**config.mk**
```make
export PLATFORM = sky130hd
export DESIGN_NAME = balanced_ternary_stitch_codec
export DESIGN_NICKNAME = d
export VERILOG_FILES = /design/src/design/btsc_pkg.sv /design/src/design/balanced_ternary_stitch_codec.sv
export VERILOG_INCLUDE_DIRS = /design/src /design/src/design
export SDC_FILE = /design/constraint.sdc
export NUM_CORES = 1
export LEC_CHECK = 0
export BUFFER_PORTS_ARGS = -buffer_cell sky130_fd_sc_hd__clkbuf_2
export CORE_ASPECT_RATIO = 0.6
export CORE_UTILIZATION = 45
export CTS_CLUSTER_SIZE = 14
export DETAILED_ROUTE_END_ITERATION = 7
export PLACE_DENSITY = 0.66
export SYNTH_ARGS = -nofsm -noshare
export SYNTH_HDL_FRONTEND = slang
export SYNTH_SLANG_ARGS = --single-unit
```
**constraint.sdc**
```tcl
create_clock -name clk -period 4.6 [get_ports clk]
set_clock_uncertainty 0.2 [all_clocks]
set_input_delay 0.23 -clock clk [delete_from_list [all_inputs] [get_ports clk]]
set_output_delay 0.23 -clock clk [all_outputs]
set_load 0.01 [all_outputs]
```
**src/design/balanced_ternary_stitch_codec_defines.svh**
```systemverilog
// Assertion macros for the stitch codec.
`ifndef BALANCED_TERNARY_STITCH_CODEC_DEFINES_SVH
`define BALANCED_TERNARY_STITCH_CODEC_DEFINES_SVH

`ifndef SYNTH
`define BTSC_ASSERT_NOW(lbl, ante, cons) \
  lbl: assert property (@(posedge clk) disable iff (rst) (ante) |-> (cons)) \
    else $error("stitch codec check failed");
`define BTSC_ASSERT_NEXT(lbl, ante, cons) \
  lbl: assert property (@(posedge clk) disable iff (rst) (ante) |=> (cons)) \
    else $error("stitch codec check failed");
`else
`define BTSC_ASSERT_NOW(lbl, ante, cons)
`define BTSC_ASSERT_NEXT(lbl, ante, cons)
`endif

`endif

```
**src/design/btsc_pkg.sv**
```systemverilog
package btsc_pkg;

  localparam logic signed [8:0] W81 = 9'sd81;
  localparam logic signed [8:0] W27 = 9'sd27;
  localparam logic signed [8:0] W9  = 9'sd9;
  localparam logic signed [8:0] W3  = 9'sd3;
  localparam logic signed [8:0] W1  = 9'sd1;

  localparam logic signed [7:0] DISP_LIMIT = 8'sd121;

  localparam logic [7:0] REC_END  = 8'hF3;
  localparam logic [7:0] REC_STOP = 8'hC3;
  localparam logic [7:0] REC_TRIM = 8'h83;
  localparam logic [7:0] REC_BASE = 8'h03;

  localparam int FLAG_END  = 0;
  localparam int FLAG_JUMP = 1;
  localparam int FLAG_TRIM = 2;
  localparam int FLAG_STOP = 3;

  localparam logic [1:0] KIND_NORMAL = 2'd0;
  localparam logic [1:0] KIND_TRIM   = 2'd1;
  localparam logic [1:0] KIND_STOP   = 2'd2;
  localparam logic [1:0] KIND_END    = 2'd3;

  typedef struct packed {
    logic                plus;
    logic                minus;
    logic signed [8:0]   rest;
  } digit_t;

  // One greedy balanced-ternary digit: round the residue to the nearest weight.
  function automatic digit_t digit_step(input logic signed [8:0] v,
                                        input logic signed [8:0] w);
    logic signed [8:0] half;
    digit_t d;
    half = (w + 9'sd1) >>> 1;
    d.plus  = 1'b0;
    d.minus = 1'b0;
    d.rest  = v;
    if (v >= half) begin
      d.plus = 1'b1;
      d.rest = v - w;
    end else if (v <= -half) begin
      d.minus = 1'b1;
      d.rest  = v + w;
    end
    return d;
  endfunction

  // Both bits set cancel out.
  function automatic logic signed [8:0] digit_val(input logic p, input logic m,
                                                  input logic signed [8:0] w);
    logic signed [8:0] r;
    r = 9'sd0;
    if (p && !m) begin
      r = w;
    end else if (m && !p) begin
      r = -w;
    end
    return r;
  endfunction

  function automatic logic [1:0] classify(input logic [7:0] b2);
    logic [1:0] k;
    if (b2 == REC_END) begin
      k = KIND_END;
    end else if ((b2 & REC_STOP) == REC_TRIM) begin
      k = KIND_TRIM;
    end else if ((b2 & REC_STOP) == REC_STOP) begin
      k = KIND_STOP;
    end else begin
      k = KIND_NORMAL;
    end
    return k;
  endfunction

endpackage

```
**src/design/balanced_ternary_stitch_codec.sv**
```systemverilog
// Balanced-ternary stitch record codec, three register stages.
// An accepted input word passes through the stage 1, stage 2 and output registers in turn
// (the first stage loads on the accepting edge) before its output word is valid.
// Throughput: one word per cycle; a stall holds each full stage until the next one frees.
// Reset (rst, synchronous): empties the pipeline and sets decode_mode to encode.
// decode_mode is sampled with each input word as it enters.
`include "balanced_ternary_stitch_codec_defines.svh"

module balanced_ternary_stitch_codec
  import btsc_pkg::*;
(
  input  logic        clk,
  input  logic        rst,
  input  logic        cfg_we,
  input  logic        cfg_wdata,      // decode_mode
  input  logic        s_axis_tvalid,
  output logic        s_axis_tready,
  // dx_in[7:0], dy_in[15:8], in_byte0[23:16], in_byte1[31:24], in_byte2[39:32]
  input  logic [39:0] s_axis_tdata,
  input  logic [3:0]  s_axis_tuser,   // stitch_flags[3:0]
  output logic        m_axis_tvalid,
  input  logic        m_axis_tready,
  // out_byte0[7:0], out_byte1[15:8], out_byte2[23:16], encode_ok[24],
  // dx_out[32:25], dy_out[40:33], zero[47:41]
  output logic [47:0] m_axis_tdata,
  output logic [1:0]  m_axis_tuser   // stitch_kind[1:0]
);

  logic decode_mode;

  always_ff @(posedge clk) begin
    if (rst) begin
      decode_mode <= 1'b0;
    end else if (cfg_we) begin
      decode_mode <= cfg_wdata;
    end
  end

  // Flow control
  logic out_free, s2_free, s1_free;
  logic s1_valid, s2_valid;

  assign out_free      = !m_axis_tvalid || m_axis_tready;
  assign s2_free       = !s2_valid || out_free;
  assign s1_free       = !s1_valid || s2_free;
  assign s_axis_tready = s1_free;

  // Stage 1: range check, heavy digits, kind
  logic signed [7:0] x_in, y_in;
  logic signed [8:0] x_ext, y_ext;
  digit_t x81, x27, y81, y27;
  logic in_ok;

  assign x_in  = $signed(s_axis_tdata[7:0]);
  assign y_in  = $signed(s_axis_tdata[15:8]);
  assign x_ext = 9'(x_in);
  assign y_ext = 9'(y_in);
  assign in_ok = (x_in <= DISP_LIMIT) && (x_in >= -DISP_LIMIT) &&
                 (y_in <= DISP_LIMIT) && (y_in >= -DISP_LIMIT);

  always_comb begin
    x81 = digit_step(x_ext, W81);
    x27 = digit_step(x81.rest, W27);
    y81 = digit_step(y_ext, W81);
    y27 = digit_step(y81.rest, W27);
  end

  logic              s1_mode, s1_ok;
  logic [3:0]        s1_flags;
  logic signed [5:0] s1_xr, s1_yr;
  logic [3:0]        s1_xd, s1_yd;   // {p81, m81, p27, m27}
  logic [7:0]        s1_b0, s1_b1, s1_b2;
  logic [1:0]        s1_kind;

  always_ff @(posedge clk) begin
    if (rst) begin
      s1_valid <= 1'b0;
    end else if (s1_free) begin
      s1_valid <= s_axis_tvalid;
    end
    if (s1_free) begin
      s1_mode  <= decode_mode;
      s1_ok    <= in_ok;
      s1_flags <= s_axis_tuser;
      s1_xr    <= 6'(x27.rest);
      s1_yr    <= 6'(y27.rest);
      s1_xd    <= {x81.plus, x81.minus, x27.plus, x27.minus};
      s1_yd    <= {y81.plus, y81.minus, y27.plus, y27.minus};
      s1_b0    <= s_axis_tdata[23:16];
      s1_b1    <= s_axis_tdata[31:24];
      s1_b2    <= s_axis_tdata[39:32];
      s1_kind  <= classify(s_axis_tdata[39:32]);
    end
  end

  // Stage 2: light digits and record bits, or decoded sums
  digit_t x9, x3, x1, y9, y3, y1;
  logic [7:0] e0, e1, e2;
  logic signed [8:0] dx_sum, dy_sum;

  always_comb begin
    x9 = digit_step(9'(s1_xr), W9);
    x3 = digit_step(x9.rest, W3);
    x1 = digit_step(x3.rest, W1);
    y9 = digit_step(9'(s1_yr), W9);
    y3 = digit_step(y9.rest, W3);
    y1 = digit_step(y3.rest, W1);

    e0 = {y1.plus, y1.minus, y9.plus, y9.minus, x9.minus, x9.plus, x1.minus, x1.plus};
    e1 = {y3.plus, y3.minus, s1_yd[1], s1_yd[0], s1_xd[0], s1_xd[1], x3.minus, x3.plus};
    e2 = {2'b00, s1_yd[3], s1_yd[2], s1_xd[2], s1_xd[3], 2'b00};

    dx_sum = digit_val(s1_b0[0], s1_b0[1], W1) + digit_val(s1_b1[0], s1_b1[1], W3) +
             digit_val(s1_b0[2], s1_b0[3], W9) + digit_val(s1_b1[2], s1_b1[3], W27) +
             digit_val(s1_b2[2], s1_b2[3], W81);
    dy_sum = digit_val(s1_b0[7], s1_b0[6], W1) + digit_val(s1_b1[7], s1_b1[6], W3) +
             digit_val(s1_b0[5], s1_b0[4], W9) + digit_val(s1_b1[5], s1_b1[4], W27) +
             digit_val(s1_b2[5], s1_b2[4], W81);
  end

  logic              s2_mode, s2_ok;
  logic [3:0]        s2_flags;
  logic [7:0]        s2_r0, s2_r1, s2_r2;
  logic signed [7:0] s2_dx, s2_dy;
  logic [1:0]        s2_kind;

  always_ff @(posedge clk) begin
    if (rst) begin
      s2_valid <= 1'b0;
    end else if (s2_free) begin
      s2_valid <= s1_valid;
    end
    if (s2_free) begin
      s2_mode  <= s1_mode;
      s2_ok    <= s1_ok;
      s2_flags <= s1_flags;
      s2_r0    <= e0;
      s2_r1    <= e1;
      s2_r2    <= e2;
      s2_dx    <= 8'(dx_sum);
      s2_dy    <= 8'(dy_sum);
      s2_kind  <= s1_kind;
    end
  end

  // Stage 3: flags, rejection, unused fields zeroed
  logic [7:0]        o0, o1, o2;
  logic              o_ok;
  logic signed [7:0] o_dx, o_dy;
  logic [1:0]        o_kind;

  always_comb begin
    o0     = 8'h00;
    o1     = 8'h00;
    o2     = 8'h00;
    o_ok   = 1'b0;
    o_dx   = 8'sd0;
    o_dy   = 8'sd0;
    o_kind = KIND_NORMAL;
    if (s2_mode) begin
      o_dx   = s2_dx;
      o_dy   = s2_dy;
      o_kind = s2_kind;
    end else if (s2_ok) begin
      o_ok = 1'b1;
      o0   = s2_r0;
      o1   = s2_r1;
      o2   = s2_r2 | REC_BASE;
      if (s2_flags[FLAG_END]) begin
        o0 = 8'h00;
        o1 = 8'h00;
        o2 = REC_END;
      end
      if (s2_flags[FLAG_JUMP] || s2_flags[FLAG_TRIM]) begin
        o2 = o2 | REC_TRIM;
      end
      if (s2_flags[FLAG_STOP]) begin
        o2 = o2 | REC_STOP;
      end
    end
  end

  always_ff @(posedge clk) begin
    if (rst) begin
      m_axis_tvalid <= 1'b0;
    end else if (out_free) begin
      m_axis_tvalid <= s2_valid;
    end
    if (out_free) begin
      m_axis_tdata <= {7'd0, o_dy, o_dx, o_ok, o2, o1, o0};
      m_axis_tuser <= o_kind;
    end
  end

  `BTSC_ASSERT_NOW(a_idle_ready, !s1_valid, s_axis_tready)
  `BTSC_ASSERT_NEXT(a_s1_hold, s1_valid && !s2_free, s1_valid && $stable(s1_b2) && $stable(s1_xr))
  `BTSC_ASSERT_NOW(a_ok_no_decode, m_axis_tvalid && m_axis_tdata[24],
                   m_axis_tuser == KIND_NORMAL && m_axis_tdata[40:25] == 16'd0)
  `BTSC_ASSERT_NOW(a_ok_base_bits, m_axis_tvalid && m_axis_tdata[24],
                   m_axis_tdata[17:16] == 2'b11)

endmodule

```
=== Word level (Yosys, flattened, before mapping) ===
Cells that the tools add are included.

* Register bits: 141
* Output and inout port bits: 52

* Add/sub/neg operators: 26
* Magnitude comparators: 24
* Equality and inequality tests: 3
* Muxes and demuxes: 54
* Bitwise logic cells: 1
* Reductions and logical operators: 53

{| class="wikitable"
|+ Operator list
! cell !! number
|-
| $mux W8 || 23
|-
| $mux W10 || 10
|-
| $add A8 B8 Y8 || 8
|-
| $mux W9 || 6
|-
| $logic_and A1 B1 Y1 || 23
|-
| $logic_not A1 Y1 || 23
|-
| $add A8 B8 Y9 const B || 2
|-
| $add A9 B2 Y9 const B || 2
|-
| $add A9 B3 Y9 const B || 2
|-
| $add A9 B6 Y9 const B || 2
|-
| $ge A9 B2 Y1 const B || 2
|-
| $ge A9 B3 Y1 const B || 2
|-
| $ge A9 B5 Y1 const B || 2
|-
| $le A9 B1 Y1 const B || 2
|-
| $le A9 B2 Y1 const B || 2
|-
| $le A9 B5 Y1 const B || 2
|-
| $sub A8 B8 Y9 const B || 2
|-
| $sub A9 B3 Y9 const B || 2
|-
| $ge A8 B7 Y1 const B || 2
|-
| $ge A8 B8 Y1 const B || 2
|-
| $le A8 B7 Y1 const B || 2
|-
| $le A8 B8 Y1 const B || 2
|-
| $add A6 B5 Y7 const B || 2
|-
| $sub A6 B5 Y7 const B || 2
|-
| other kinds (12) || 32
|}

=== Depth between registers and ports, before layout ===
* Depth after elaboration: 8
* Mapped depth: 19
* Gate-level depth less buffers: 17

=== Worst setup path before layout ===
No wires, ideal clock.

* Kind: reg-to-reg
* From: register s1_yr[1]
* To: register s2_r0[6] (data pin)
* Library setup time: 0.257 ns
* Arrival: 4.370 ns
* Required time: 4.143 ns
* Path slack: -0.227 ns
* Cell stages (with the launch flop): 20
* Cell sequence: edfxtp_1 -> clkbuf_1 -> inv_1 -> ha_1 -> nand2b_1 -> buf_2 -> a2111oi_4 -> nor2_2 -> xnor2_2 -> inv_1 -> ha_1 -> nor3_1 -> a21oi_1 -> o21ai_0 -> or4b_1 -> nor4_2 -> ha_1 -> or2_2 -> and3_1 -> a32o_1

* Cells in the longest elaborated chain, start to end: 8
* Elaborated cells between the ends (all ways): 15
* Those cells by class: add/sub: 4; order compare: 6; mux: 5

{| class="wikitable"
|+ RTL lines
! element !! RTL line !! RTL
|-
| from (decl) || balanced_ternary_stitch_codec.sv:70 || <nowiki>logic signed [5:0] s1_xr, s1_yr;</nowiki>
|-
| from (signal assigned) || balanced_ternary_stitch_codec.sv:86 || <nowiki>s1_yr <= 6'(y27.rest);</nowiki>
|-
| $add A6 B5 Y7 / $le A6 B4 Y1 (equally long branches) || btsc_pkg.sv:46, btsc_pkg.sv:44 ||
|-
| $mux W10 || btsc_pkg.sv:44 || <nowiki>end else if (v <= -half) begin</nowiki>
|-
| $mux W9 (*) || btsc_pkg.sv:41 || <nowiki>if (v >= half) begin</nowiki>
|-
| $add A9 B3 Y9 / $le A9 B2 Y1 (equally long branches) || btsc_pkg.sv:46, btsc_pkg.sv:44 ||
|-
| $mux W10 || btsc_pkg.sv:44 ||
|-
| $mux W9 (*) || btsc_pkg.sv:41 ||
|-
| $le A9 B1 Y1 || btsc_pkg.sv:44 ||
|-
| $mux W10 || btsc_pkg.sv:44 ||
|-
| to (signal assigned) || balanced_ternary_stitch_codec.sv:137 || <nowiki>s2_r0 <= e0;</nowiki>
|-
| to (decl) || balanced_ternary_stitch_codec.sv:123 || <nowiki>logic [7:0] s2_r0, s2_r1, s2_r2;</nowiki>
|}

Mark *: on every way between the ends. The rest lies on a longest branch, timed or not.
A chain may end at the register's enable or synchronous reset.

=== Worst setup path after layout ===
* From: register s1_yr[3]
* To: register s2_r0[6] (data pin)

Same word-level chain as after synthesis.

==> metrics.yaml <==
cts_max_level: 4
cp_num_cells: 12
dp_cells: 1197
cts_buffers: 17
coreArea_mm2: 0.02022
clockRootBuffer: "clkbuf_16"
reg2reg_slack_ns: 0.13
wl_per_cell_um: 15.94
cp-end-kind: "flip-flop"
dieArea_mm2: 0.02141
place_congestion: 0.9012
synth-async-reset-ratio_pct: 0
final_antenna_net_count: 0
synthCells: 842
grt_max_degree: 45
start_util_pct: 46.32
crit_chain: "or4_4, a21oi_2, a311oi_2, a2111oi_4, o21ai_2, o22a_1, or4b_1, nor4_2, ha_1, or2_2, and3_1, a32o_1"
path_buf_inv: 0
drive_gt1_share_pct: 20.18
synth.avg_cell_area_um2: 11.12
crit_path_start: "s1_yr[3]$_DFFE_PP_"
stdcell_count: 1269
die_h_um: 113.8
wirelength_mm: 20.22
gr-total-overflow: 0
finalCriticalPeriod_ns: 4.474
grt_pass1_vias: 6268
n_antenna_cell: 0
dp_hpwl_mm: 14.28
n_fill_cell: 1730
min_path_type: "in2reg"
grt_use_total_pct: 19.45
slew_viol_final: 0
power_per_cell_area_mw_per_mm2: 517.6
yosys-top-cells-area: "edfxtp_1 (43%), ha_1 (8.3%), fa_1 (6.8%), inv_1 (3.2%), and2_1 (3.2%)"
ir_drop_uv: 322.6
clk_pin_slew_ns: 0.06
drc_errors: 0
synth.distinct_cells: 94
period_share_pct: 97.26
ys_ff_latch: 138
cp.required_ns: 4.58
cp.arrival_ns: 4.45
die_x_um: 188.3
worstReg2RegEnd: "s2_r0[6]$_SDFFCE_PP0P_"
synth_edf_count: 134
ys.warnings.count: 0
multiInputGateArea_mm2: 0.004810
io_pins: 102
cts.sinks: 138
crit_end: "s2_r0[6]$_SDFFCE_PP0P_"
route.vias.total: 6918
portBuffers: 94
nets: 1127
area_growth_pct: 19.82
register_area_mm2: 0.004104
syn-cell-area_mm2: 0.009366
status: "finished clean"
dr_wl_met3_mm: 1.164
startpoint_type: "flip-flop"
cp_top_family: "simple AND/OR/NAND/NOR gates"
synth_top_area_cell: "edfxtp_1"
antenna_found_initial: 0
worst_pin_slew_ns: 1.074
drtIter0Drc: 604
setup_viol: 0
max_freq_mhz: 223.5
drv_cap: 0
relSlewSlack_pct: 28.30
met1_length_mm: 10.81
seq_area_frac_synth_pct: 43.82
synth.top_cell.area_share_pct: 42.96
dr.pass1.iters: 5
hold_viol: 0
holdWs_ns: 0.07997
p_total_uw: 5809
ff2ff_path_depth: 12
synth_most_common_cell: "edfxtp_1"
vias_per_cell: 5.452
grt_pass1_wl_mm: 32.64
crit_type: "reg2reg"
critPathMaxFanout: 9
clk_path_buf_depth: 2
setup-tns-final_ns: 0
ys_top_cells_by_count: "edfxtp_1 (134), inv_1 (81), ha_1 (62)"
slowest_stage: "edfxtp_1"
routed.top_layer: "met4"
synthFlopType: "edfxtp_1"
cts_tree: "yes"
p_leak_uw: 0.004905
slowest_delay_ns: 0.58
fp-row-count: 40
reg2reg_from: "s1_yr[3]$_DFFE_PP_"
insertion_delay_ns: 0.43
met2_length_mm: 8.051
## repair_timing
action,4_1_cts,5_1_grt
pin swaps,0,4
hold endpoints to repair,30,0
buffers inserted,1,5
hold buffers,34,0
setup endpoints to repair,1,2
resized for setup,0,15
## cells in the final DEF, fill, tap and decap left out, types with 7 or more instances in the layout
master         synthesis  routed
nand2b_1               9       8
inv_1                 81      79
ha_1                  62      60
edfxtp_1             134     134
dlygate4sd3_1          0      34
or3_1                  9       9
buf_4                  9      33
nand3_1               14      14
a31oi_1               13      13
xor2_1                11      11
nor2_1                35      35
a21o_1                16      16
nor2b_1                9       9
o211ai_1               7       7
nand2_1               32      31
conb_1                 1       7
clkbuf_2               0      94
and3_1                13      13
o21a_1                 8       8
a21oi_1               40      39
o21bai_1               7       7
fa_1                  32      32
clkbuf_16              0      17
nor3_1                12      11
a211o_1                7       7
xnor2_1               21      20
o21ai_0               19      18
and2_1                48      48
## cell families (layout without fill, tap and decap cells)
logic type               after synthesis  in the layout  synth area share (%)
AO/OA/AOI/OAI                        220            220                 17.79
AND/OR/NAND/NOR                      217            217                 13.08
flip-flops                           138            138                 43.82
buffers and inverters                130            278                 5.984
adder cells (fa/ha/maj)               94             94                 15.12
XOR/XNOR                              33             33                 3.166
multiplexers                           9              9                 1.002
other                                  1              7               0.04004
## power by group
part / switching [uW] / internal (uW)
logic: 1460 / 1130
registers: 124 / 1710
clock network: 571 / 807
## state kept, by name, indices dropped and copies added, names as in the netlist, 4 cells and up
signal and count:
s2_dx 8, s2_r2 4, s1_b0 8, s1_yd 4
s1_xr 6, m_axis_tdata 40, s1_yr 6, s1_xd 4
s1_b2 4, s2_dy 8, s1_b1 8, s2_r0 8
s1_flags 4, s2_r1 8, s2_flags 4
## metal layers
layer | GRT usage [%] | vias to the layer above
met4 | 5.474 | 0
met5 | 0 | -
met3 | 4.369 | 16
met1 | 30.37 | 3297
met2 | 26.52 | 210
li1 | - | 3395
## worst reg2reg max path, delay by kind of cell, from the launching register on
kind                       cells  cell delay, ns
AOI/OAI and AO/OA              6            1.35
adders and majority gates      1            0.27
DFF                            1            0.58
and+or+nand+nor                5            1.82
## worst min-delay path by stage
stage / from / end / slack [ns] / depth (start not counted)
after floorplan: rst / decode_mode$_SDFFE_PP0P_ / 0.10 / 1
after global placement: s1_kind[0]$_SDFFCE_PP1P_ / s2_kind[0]$_DFFE_PP_ / 0.20 / 0
after detailed placement: s1_xd[3]$_DFFE_PP_ / s2_r2[2]$_DFFE_PP_ / 0.21 / 0
after CTS: s_axis_tdata[7] / s1_xd[3]$_DFFE_PP_ / 0.05 / 2
after global routing: s_axis_tdata[7] / s1_xd[3]$_DFFE_PP_ / 0.09 / 2
final: s_axis_tdata[7] / s1_xd[3]$_DFFE_PP_ / 0.08 / 2
## final cells by class
cell class,instances,area share [%]
clock buffer,17,3.790
timing repair buffer,161,9.431
sequential,138,36.57
multi-input combinational,580,42.85
inverter,85,2.865
tap,273,3.043
clock inverter,15,1.449
## metrics by stage
stage / utilization [%] / area [um2] / setup slack (ns)
global placement: 50.37 / 10180 / 0.05819
floorplan: - / 9413 / 0.001306
detailed placement: 50.37 / 10180 / -0.02656
global route: 55.51 / 11220 / -0.002757
finish: 55.51 / 11220 / 0.1259
CTS: 55.00 / 11120 / 0.01091
(Power assumes the default switching activity.)
